===== config.mk =====
export PLATFORM = sky130hd
export DESIGN_NAME = timestamp_text_parser
export DESIGN_NICKNAME = d
export VERILOG_FILES = /design/src/rtl/core/tsp_pkg.sv /design/src/rtl/core/tsp_front.sv /design/src/rtl/core/tsp_fifo.sv /design/src/rtl/core/tsp_back.sv /design/src/rtl/core/timestamp_text_parser.sv
export SDC_FILE = /design/constraint.sdc
export NUM_CORES = 1
export LEC_CHECK = 0
export BUFFER_PORTS_ARGS = -buffer_cell sky130_fd_sc_hd__buf_4
export CORE_MARGIN = 2
export CORE_UTILIZATION = 45
export CTS_CLUSTER_DIAMETER = 80
export CTS_CLUSTER_SIZE = 12
export DETAILED_ROUTE_END_ITERATION = 8
export HOLD_SLACK_MARGIN = 0.1
export PLACE_DENSITY = 0.6
export SLEW_MARGIN = 25
export SYNTH_ARGS = -nofsm -noshare
export SYNTH_HDL_FRONTEND = slang
export SYNTH_HIERARCHICAL = 1
export SYNTH_SLANG_ARGS = --single-unit

===== constraint.sdc =====
create_clock -name clk_i -period 7.4 [get_ports clk_i]
set_clock_uncertainty 0.2 [all_clocks]
set_input_delay 1.11 -clock clk_i [delete_from_list [all_inputs] [get_ports clk_i]]
set_output_delay 1.11 -clock clk_i [all_outputs]
set_load 0.02 [all_outputs]

===== src/rtl/core/tsp_pkg.sv =====
// shared types and constants of the timestamp text parser
// no dependencies; used by every module in rtl/core
`default_nettype none

package tsp_pkg;

  localparam int unsigned CharW   = 8;
  localparam int unsigned TimeW   = 26;
  localparam int unsigned AccW    = 32;
  localparam int unsigned FracW   = 3;
  localparam int unsigned DigitW  = 4;

  localparam logic [CharW-1:0] ChColon = 8'h3A;
  localparam logic [CharW-1:0] ChPoint = 8'h2E;
  localparam logic [CharW-1:0] ChComma = 8'h2C;
  localparam logic [CharW-1:0] Ch0     = 8'h30;
  localparam logic [CharW-1:0] Ch9     = 8'h39;

  // ten hours minus one millisecond
  localparam logic [AccW-1:0] TimeMaxMs = 32'(10 * 60 * 60 * 1000 - 1);

  // fraction weight codes
  localparam logic [FracW-1:0] FwInt  = 3'd0;
  localparam logic [FracW-1:0] Fw100  = 3'd1;
  localparam logic [FracW-1:0] Fw10   = 3'd2;
  localparam logic [FracW-1:0] Fw1    = 3'd3;
  localparam logic [FracW-1:0] FwNone = 3'd4;

  localparam int unsigned FifoDepth = 4;
  localparam int unsigned FifoPtrW  = $clog2(FifoDepth);
  localparam int unsigned FifoCntW  = $clog2(FifoDepth + 1);

  typedef enum logic [1:0] {
    OP_IGNORE,
    OP_DIGIT,
    OP_COLON,
    OP_POINT
  } op_e;

  typedef struct packed {
    op_e               op;
    logic [DigitW-1:0] digit;
    logic              last;
  } item_t;

  typedef enum logic [1:0] {
    ST_IDLE,
    ST_FOLD,
    ST_MUL,
    ST_EMIT
  } state_e;

  function automatic logic [AccW-1:0] sat32(input logic [41:0] v);
    logic [AccW-1:0] r;
    r = (v[41:AccW] != '0) ? '1 : v[AccW-1:0];
    return r;
  endfunction

endpackage

`default_nettype wire


===== src/rtl/core/tsp_front.sv =====
// front end: classifies each accepted character into an operation
// depends on tsp_pkg; feeds tsp_fifo
`default_nettype none

module tsp_front (
  input  wire logic                       in_valid_i,
  input  wire logic [tsp_pkg::CharW-1:0]  char_code_i,
  input  wire logic                       is_last_i,
  input  wire logic                       fifo_full_i,
  output logic                            in_ready_o,
  output logic                            push_o,
  output tsp_pkg::item_t                  item_o
);

  always_comb begin
    item_o.op    = tsp_pkg::OP_IGNORE;
    item_o.digit = char_code_i[tsp_pkg::DigitW-1:0];
    item_o.last  = is_last_i;
    if (char_code_i == tsp_pkg::ChColon) begin
      item_o.op = tsp_pkg::OP_COLON;
    end else if (char_code_i inside {tsp_pkg::ChPoint, tsp_pkg::ChComma}) begin
      item_o.op = tsp_pkg::OP_POINT;
    end else if (char_code_i inside {[tsp_pkg::Ch0:tsp_pkg::Ch9]}) begin
      item_o.op = tsp_pkg::OP_DIGIT;
    end
  end

  assign in_ready_o = ~fifo_full_i;
  // ignored characters that do not end the text never reach the queue
  assign push_o = in_valid_i & ~fifo_full_i &
                  ((item_o.op != tsp_pkg::OP_IGNORE) | is_last_i);

endmodule

`default_nettype wire


===== src/rtl/core/tsp_fifo.sv =====
// small register queue between front end and back end
// depends on tsp_pkg
`default_nettype none

module tsp_fifo (
  input  wire logic           clk_i,
  input  wire logic           rst_ni,
  input  wire logic           push_i,
  input  wire tsp_pkg::item_t item_i,
  input  wire logic           pop_i,
  output tsp_pkg::item_t      item_o,
  output logic                full_o,
  output logic                empty_o
);

  tsp_pkg::item_t                 mem_q [tsp_pkg::FifoDepth];
  logic [tsp_pkg::FifoPtrW-1:0]   wr_ptr_q, wr_ptr_d;
  logic [tsp_pkg::FifoPtrW-1:0]   rd_ptr_q, rd_ptr_d;
  logic [tsp_pkg::FifoCntW-1:0]   cnt_q, cnt_d;
  logic                           do_push, do_pop;

  assign full_o  = (cnt_q == tsp_pkg::FifoCntW'(tsp_pkg::FifoDepth));
  assign empty_o = (cnt_q == '0);
  assign do_push = push_i & ~full_o;
  assign do_pop  = pop_i & ~empty_o;
  assign item_o  = mem_q[rd_ptr_q];

  always_comb begin
    wr_ptr_d = do_push ? wr_ptr_q + 1'b1 : wr_ptr_q;
    rd_ptr_d = do_pop ? rd_ptr_q + 1'b1 : rd_ptr_q;
    cnt_d    = cnt_q;
    if (do_push && !do_pop) begin
      cnt_d = cnt_q + 1'b1;
    end else if (!do_push && do_pop) begin
      cnt_d = cnt_q - 1'b1;
    end
  end

  always_ff @(posedge clk_i or negedge rst_ni) begin
    if (!rst_ni) begin
      wr_ptr_q <= '0;
      rd_ptr_q <= '0;
      cnt_q    <= '0;
    end else begin
      wr_ptr_q <= wr_ptr_d;
      rd_ptr_q <= rd_ptr_d;
      cnt_q    <= cnt_d;
    end
  end

  always_ff @(posedge clk_i) begin
    if (do_push) begin
      mem_q[wr_ptr_q] <= item_i;
    end
  end

endmodule

`default_nettype wire


===== src/rtl/core/tsp_back.sv =====
// back end: accumulators, fold and millisecond conversion, clamp, output register
// depends on tsp_pkg; reads items from tsp_fifo
`default_nettype none

module tsp_back (
  input  wire logic                       clk_i,
  input  wire logic                       rst_ni,
  input  wire tsp_pkg::item_t             item_i,
  input  wire logic                       empty_i,
  output logic                            pop_o,
  output logic                            out_valid_o,
  input  wire logic                       out_ready_i,
  output logic [tsp_pkg::TimeW-1:0]       time_ms_o
);

  tsp_pkg::state_e              state_q, state_d;
  logic [tsp_pkg::AccW-1:0]     total_q, total_d;
  logic [tsp_pkg::AccW-1:0]     field_q, field_d;
  logic [tsp_pkg::FracW-1:0]    fw_q, fw_d;
  logic                         last_q, last_d;
  logic                         out_valid_q, out_valid_d;
  logic [tsp_pkg::TimeW-1:0]    time_ms_q, time_ms_d;

  logic [37:0]                  prod60;
  logic [38:0]                  sum60;
  logic [tsp_pkg::AccW-1:0]     fold60;
  logic [41:0]                  prod1000;
  logic [35:0]                  field10;
  logic [9:0]                   frac_add;
  logic [32:0]                  frac_sum;
  logic                         out_free;

  assign prod60   = 38'(total_q) * 38'd60;
  assign sum60    = {1'b0, prod60} + {7'b0, field_q};
  assign fold60   = tsp_pkg::sat32({3'b0, sum60});
  assign prod1000 = 42'(total_q) * 42'd1000;
  assign field10  = 36'(field_q) * 36'd10 + {32'b0, item_i.digit};
  assign frac_sum = {1'b0, total_q} + {23'b0, frac_add};
  assign out_free = ~out_valid_q | out_ready_i;

  always_comb begin
    case (fw_q)
      tsp_pkg::Fw100: frac_add = 10'(item_i.digit) * 10'd100;
      tsp_pkg::Fw10:  frac_add = 10'(item_i.digit) * 10'd10;
      tsp_pkg::Fw1:   frac_add = 10'(item_i.digit);
      default:        frac_add = '0;
    endcase
  end

  always_comb begin
    state_d     = state_q;
    total_d     = total_q;
    field_d     = field_q;
    fw_d        = fw_q;
    last_d      = last_q;
    out_valid_d = out_valid_q & ~out_ready_i;
    time_ms_d   = time_ms_q;
    pop_o       = 1'b0;

    case (state_q)
      tsp_pkg::ST_IDLE: begin
        if (!empty_i) begin
          pop_o  = 1'b1;
          last_d = item_i.last;
          case (item_i.op)
            tsp_pkg::OP_COLON: begin
              total_d = fold60;
              field_d = '0;
            end
            tsp_pkg::OP_POINT: begin
              total_d = fold60;
              field_d = '0;
              fw_d    = tsp_pkg::Fw100;
            end
            tsp_pkg::OP_DIGIT: begin
              if (fw_q == tsp_pkg::FwInt) begin
                field_d = tsp_pkg::sat32({6'b0, field10});
              end else begin
                total_d = tsp_pkg::sat32({9'b0, frac_sum});
                fw_d    = (fw_q < tsp_pkg::FwNone) ? fw_q + 1'b1 : tsp_pkg::FwNone;
              end
            end
            default: begin
            end
          endcase
          if (item_i.op == tsp_pkg::OP_POINT) begin
            state_d = tsp_pkg::ST_MUL;
          end else if (item_i.last) begin
            state_d = (fw_d == tsp_pkg::FwInt) ? tsp_pkg::ST_FOLD : tsp_pkg::ST_EMIT;
          end
        end
      end
      tsp_pkg::ST_FOLD: begin
        // no decimal point seen: fold the last field before conversion
        total_d = fold60;
        field_d = '0;
        state_d = tsp_pkg::ST_MUL;
      end
      tsp_pkg::ST_MUL: begin
        total_d = tsp_pkg::sat32(prod1000);
        state_d = last_q ? tsp_pkg::ST_EMIT : tsp_pkg::ST_IDLE;
      end
      tsp_pkg::ST_EMIT: begin
        if (out_free) begin
          out_valid_d = 1'b1;
          time_ms_d   = (total_q > tsp_pkg::TimeMaxMs) ?
                        tsp_pkg::TimeMaxMs[tsp_pkg::TimeW-1:0] :
                        total_q[tsp_pkg::TimeW-1:0];
          total_d     = '0;
          field_d     = '0;
          fw_d        = tsp_pkg::FwInt;
          last_d      = 1'b0;
          state_d     = tsp_pkg::ST_IDLE;
        end
      end
      default: begin
        state_d = tsp_pkg::ST_IDLE;
      end
    endcase
  end

  always_ff @(posedge clk_i or negedge rst_ni) begin
    if (!rst_ni) begin
      state_q     <= tsp_pkg::ST_IDLE;
      total_q     <= '0;
      field_q     <= '0;
      fw_q        <= tsp_pkg::FwInt;
      last_q      <= 1'b0;
      out_valid_q <= 1'b0;
    end else begin
      state_q     <= state_d;
      total_q     <= total_d;
      field_q     <= field_d;
      fw_q        <= fw_d;
      last_q      <= last_d;
      out_valid_q <= out_valid_d;
    end
  end

  always_ff @(posedge clk_i) begin
    time_ms_q <= time_ms_d;
  end

  assign out_valid_o = out_valid_q;
  assign time_ms_o   = time_ms_q;

endmodule

`default_nettype wire


===== src/rtl/core/timestamp_text_parser.sv =====
// top level of the timestamp text parser: front end, item queue, back end
// depends on tsp_pkg, tsp_front, tsp_fifo and tsp_back
`default_nettype none

// Parses an h:m:s.fff style text, one byte per item, into milliseconds,
// clamped to 0..35999999; one result follows each item marked last. The
// input takes one byte per cycle until the four-entry queue fills; the
// back end takes one item per cycle while idle; '.' or ',' is folded,
// then multiplied by 1000; a last item gets fold and multiply where due,
// then a clamp into the free output register. Ignored bytes not marked
// last are dropped at the input and cost nothing.
module timestamp_text_parser (
  input  wire logic                       clk_i,
  input  wire logic                       rst_ni,
  input  wire logic                       in_valid_i,
  output logic                            in_ready_o,
  input  wire logic [tsp_pkg::CharW-1:0]  char_code_i,
  input  wire logic                       is_last_i,
  output logic                            out_valid_o,
  input  wire logic                       out_ready_i,
  output logic [tsp_pkg::TimeW-1:0]       time_ms_o
);

  tsp_pkg::item_t push_item, pop_item;
  logic           push, pop, fifo_full, fifo_empty;

  tsp_front u_front (
    .in_valid_i  (in_valid_i),
    .char_code_i (char_code_i),
    .is_last_i   (is_last_i),
    .fifo_full_i (fifo_full),
    .in_ready_o  (in_ready_o),
    .push_o      (push),
    .item_o      (push_item)
  );

  tsp_fifo u_fifo (
    .clk_i   (clk_i),
    .rst_ni  (rst_ni),
    .push_i  (push),
    .item_i  (push_item),
    .pop_i   (pop),
    .item_o  (pop_item),
    .full_o  (fifo_full),
    .empty_o (fifo_empty)
  );

  tsp_back u_back (
    .clk_i       (clk_i),
    .rst_ni      (rst_ni),
    .item_i      (pop_item),
    .empty_i     (fifo_empty),
    .pop_o       (pop),
    .out_valid_o (out_valid_o),
    .out_ready_i (out_ready_i),
    .time_ms_o   (time_ms_o)
  );

endmodule

`default_nettype wire

==> summary.txt <==
Layout cells sized above 1: 8.87%
H-tree levels: 4
Total GRT Usage: 29.8%
Syn Std Cell Area: 0.0211 mm^2
Crit path cell chain: buf_4 -> fa_1 -> fa_1 -> inv_1 -> fa_1 -> nor2b_1 -> o211ai_1 -> a21oi_1 -> nor2_1 -> o21ai_0 -> a21oi_1 -> xnor2_1 -> ha_1 -> a21oi_1 -> nand2_1 -> a21oi_2 -> o31ai_1 -> o41a_1 -> or2_1 -> nor4_1 -> or2_1 -> buf_12 -> a31oi_1 -> or4_1
Worst path bufs/invs: 3
Post-synthesis sequential area ratio: 16.9%
Yosys top cell area share: 15.1%
Slowest stage cell on the critical path: fa_1
Routed WL per cell: 22.8 um
Vias in the first global route: 19062
CTS root buf: clkbuf_16
Initial antenna violation count: 0
Dominant synthesized flop cell: dfrtp_1
Synth cell types: 113
Slew @ Worst Pin: 1.10 ns
Antenna fix cells: 0
Via count: 19239
CP startpoint kind: flip-flop
DRT antenna net count: 0
Final wirelength: 70200 um
First-pass GRT wire length: 110000 um
Post-synth EDFFs: 54
Final cell count without fillers: 3077
Largest net degree at the start of global routing: 44
Synthesized Nets: 2863
Fill cells: 4436
Post-layout nets: 2881
Placed Cells: 3045
Min-delay worst type: reg2reg
F_max: 0.141 GHz
Multi-input gate area: 0.0163 mm^2
Initial Utilization: 45.5%
Avg Inst Size Synth: 8.65 um^2
RSZ-0062 raised after global routing: no
YS warnings: 6
Final Wtd Congestion: 0.934
Core Region: 0.0464 mm^2
Synth Register Bits: 132
Via density: 6.25
Asr flop ratio synth: 59.1%
First-pass iteration count of the detailed router: 5
Area delta synth->final: 8.22%
Reg area: 0.00358 mm^2
Synth area leader: ha_1
Area contributors post-synth: ha_1 (15%), fa_1 (15%), dfrtp_1 (9.3%)
Cell count after synthesis: 2439
CP Capture Type: flip-flop
CTS buffer count: 17
Clock net sink count: 132
Slew Limit Fails: 0
Full die area: 0.0486 mm^2
Final setup margin: 0.323 ns
Die width: 220 um
Setup CP Type: reg2reg
Die Ht: 220 um
Max stage delay on crit path: 0.59 ns
Hpwl dp: 57100 um
CP Max Fanout: 32
Rel. slew slack: 26.5%
Hold Buf Count CTS: 0
WP data required: 7.56 ns
Ports: 41
CTS max path bufs: 2
Buffers on Ports: 40
Final Cycle Share: 95.6%
Rows: 79
CP top delay family: compound AO/OA/AOI/OAI gates
Residual DRC count: 0
MaxCap Viol Count: 0
Final Hold Viols: 0
CTS tree: built
CTS clk-pin slew, worst paths: 0.07 ns
Drt first-iter violations: 1811
Fin crit period: 7.08 ns
Clk Latency, worst-skew pair: 0.49 ns
Final setup TNS: 0 ns
Worst EP arrival: 7.24 ns
Post-place setup slack: 0.235 ns
Endpoints failing setup: 0
Overflow after GRT: 0
Status: complete, no violations
## through the flow
step                      cell area [um^2]  hold slack (ns)  util (%)
after detailed placement             22200            0.293      47.9
after global placement               22200            0.285      47.9
final                                22800            0.298      49.2
after CTS                            22800            0.306      49.1
after floorplan                      21100            0.264         -
after global routing                 22800            0.344      49.2
## worst register-to-register path: stages, from the launching register on
cell and delay, ns:
dfrtp_1 0.41, buf_4 0.18, fa_1 0.59, fa_1 0.55, inv_1 0.06, fa_1 0.43, nor2b_1 0.19, o211ai_1 0.23
a21oi_1 0.36, nor2_1 0.14, o21ai_0 0.30, a21oi_1 0.13, xnor2_1 0.28, ha_1 0.31, a21oi_1 0.27, nand2_1 0.11
a21oi_2 0.20, o31ai_1 0.10, o41a_1 0.35, or2_1 0.22, nor4_1 0.26, or2_1 0.20, buf_12 0.21, a31oi_1 0.13
or4_1 0.53
## state kept, by name, indices dropped and copies added (netlist names)
name,count
u_fifo/cnt_q,3
u_back/out_valid_o,1
u_back/state_q,2
u_back/field_q,32
u_back/last_q,1
u_back/fw_q,3
u_fifo/rd_ptr_q,2
u_fifo/wr_ptr_q,2
u_back/time_ms_o,26
u_back/total_q,32
u_fifo/mem_q,28
## final timing paths
kind	start	to	slack, ns	cells past startpoint
min in group asynchronous	rst_ni	u_back/field_q[5]	0.41	1
min	u_fifo/cnt_q[2]	u_fifo/cnt_q[2]	0.30	1
min reg2reg	u_fifo/cnt_q[2]	u_fifo/cnt_q[2]	0.30	1
max in group asynchronous	rst_ni	u_back/total_q[25]	5.53	2
max	u_back/total_q[2]	u_back/total_q[5]	0.32	24
max reg2reg	u_back/total_q[2]	u_back/total_q[5]	0.32	24
## layer usage
layer	global-route usage, %	wire, um	vias up
li1	-	-	8991
met1	39.7	30800	9373
met2	48.2	32000	750
met3	4.45	4520	125
met4	13.1	2900	0
met5	0	0	-
## cells in the mapped netlist (12+ instances only)
cell type and n:
fa_1 156, and2_1 20, or3_1 20, nand2b_1 20
clkbuf_1 76, a221o_1 14, xor2_1 60, or4_1 13
nor2_1 161, xnor2_1 81, or2_2 14, buf_2 12
nand4_1 50, and4_1 14, o21ai_0 134, nand3_1 77
a21oi_1 184, a211oi_1 27, a21o_1 38, o211ai_1 33
a22oi_1 12, edfxtp_1 54, o21a_1 19, ha_1 255
inv_1 216, a31oi_1 39, dfrtp_1 78, and3_1 33
o21bai_1 19, nand2_1 167, o21ai_1 20, nor3_1 46
a311oi_1 12, nor4_1 17, nor2b_1 18
## cell families after synthesis
group | Yosys count | synth area share (%)
adder cells (fa/ha/maj) | 411 | 29.9
XOR/XNOR | 141 | 5.86
AND/OR/NAND/NOR | 712 | 17.4
buffers and inverters | 317 | 5.89
AO/OA/AOI/OAI | 714 | 22.9
multiplexers | 12 | 1.02
flip-flops | 132 | 16.9
## cell usage in the layout, fill, tap and decap left out, drive strengths merged, types with 30 or more instances in the layout
cell type / n
a211oi: 30
a21o: 39
a21oi: 187
a31oi: 39
and3: 33
buf: 98
dfrtp: 78
edfxtp: 54
fa: 156
ha: 255
inv: 228
nand2: 167
nand3: 79
nand4: 51
nor2: 163
nor3: 48
o211ai: 34
o21ai: 156
xnor2: 81
xor2: 60
## cell type report
type                            count  area share (%)
Multi-Input combinational cell   1990            71.6
Sequential cell                   132            15.7
Inverter                          218            3.60
Tap cell                          607            3.33
Timing Repair Buffer               98            3.28
Clock buffer                       17            1.86
Clock inverter                     15           0.696
## timing repair
item	4_1_cts	5_1_grt
gates resized for setup	0	14
buffers inserted	0	0
endpoints found under the setup margin	0	22
Power is left out: the tool's default activity adds up to more than one toggle a clock period on the data nets, which glitch-free logic cannot reach.
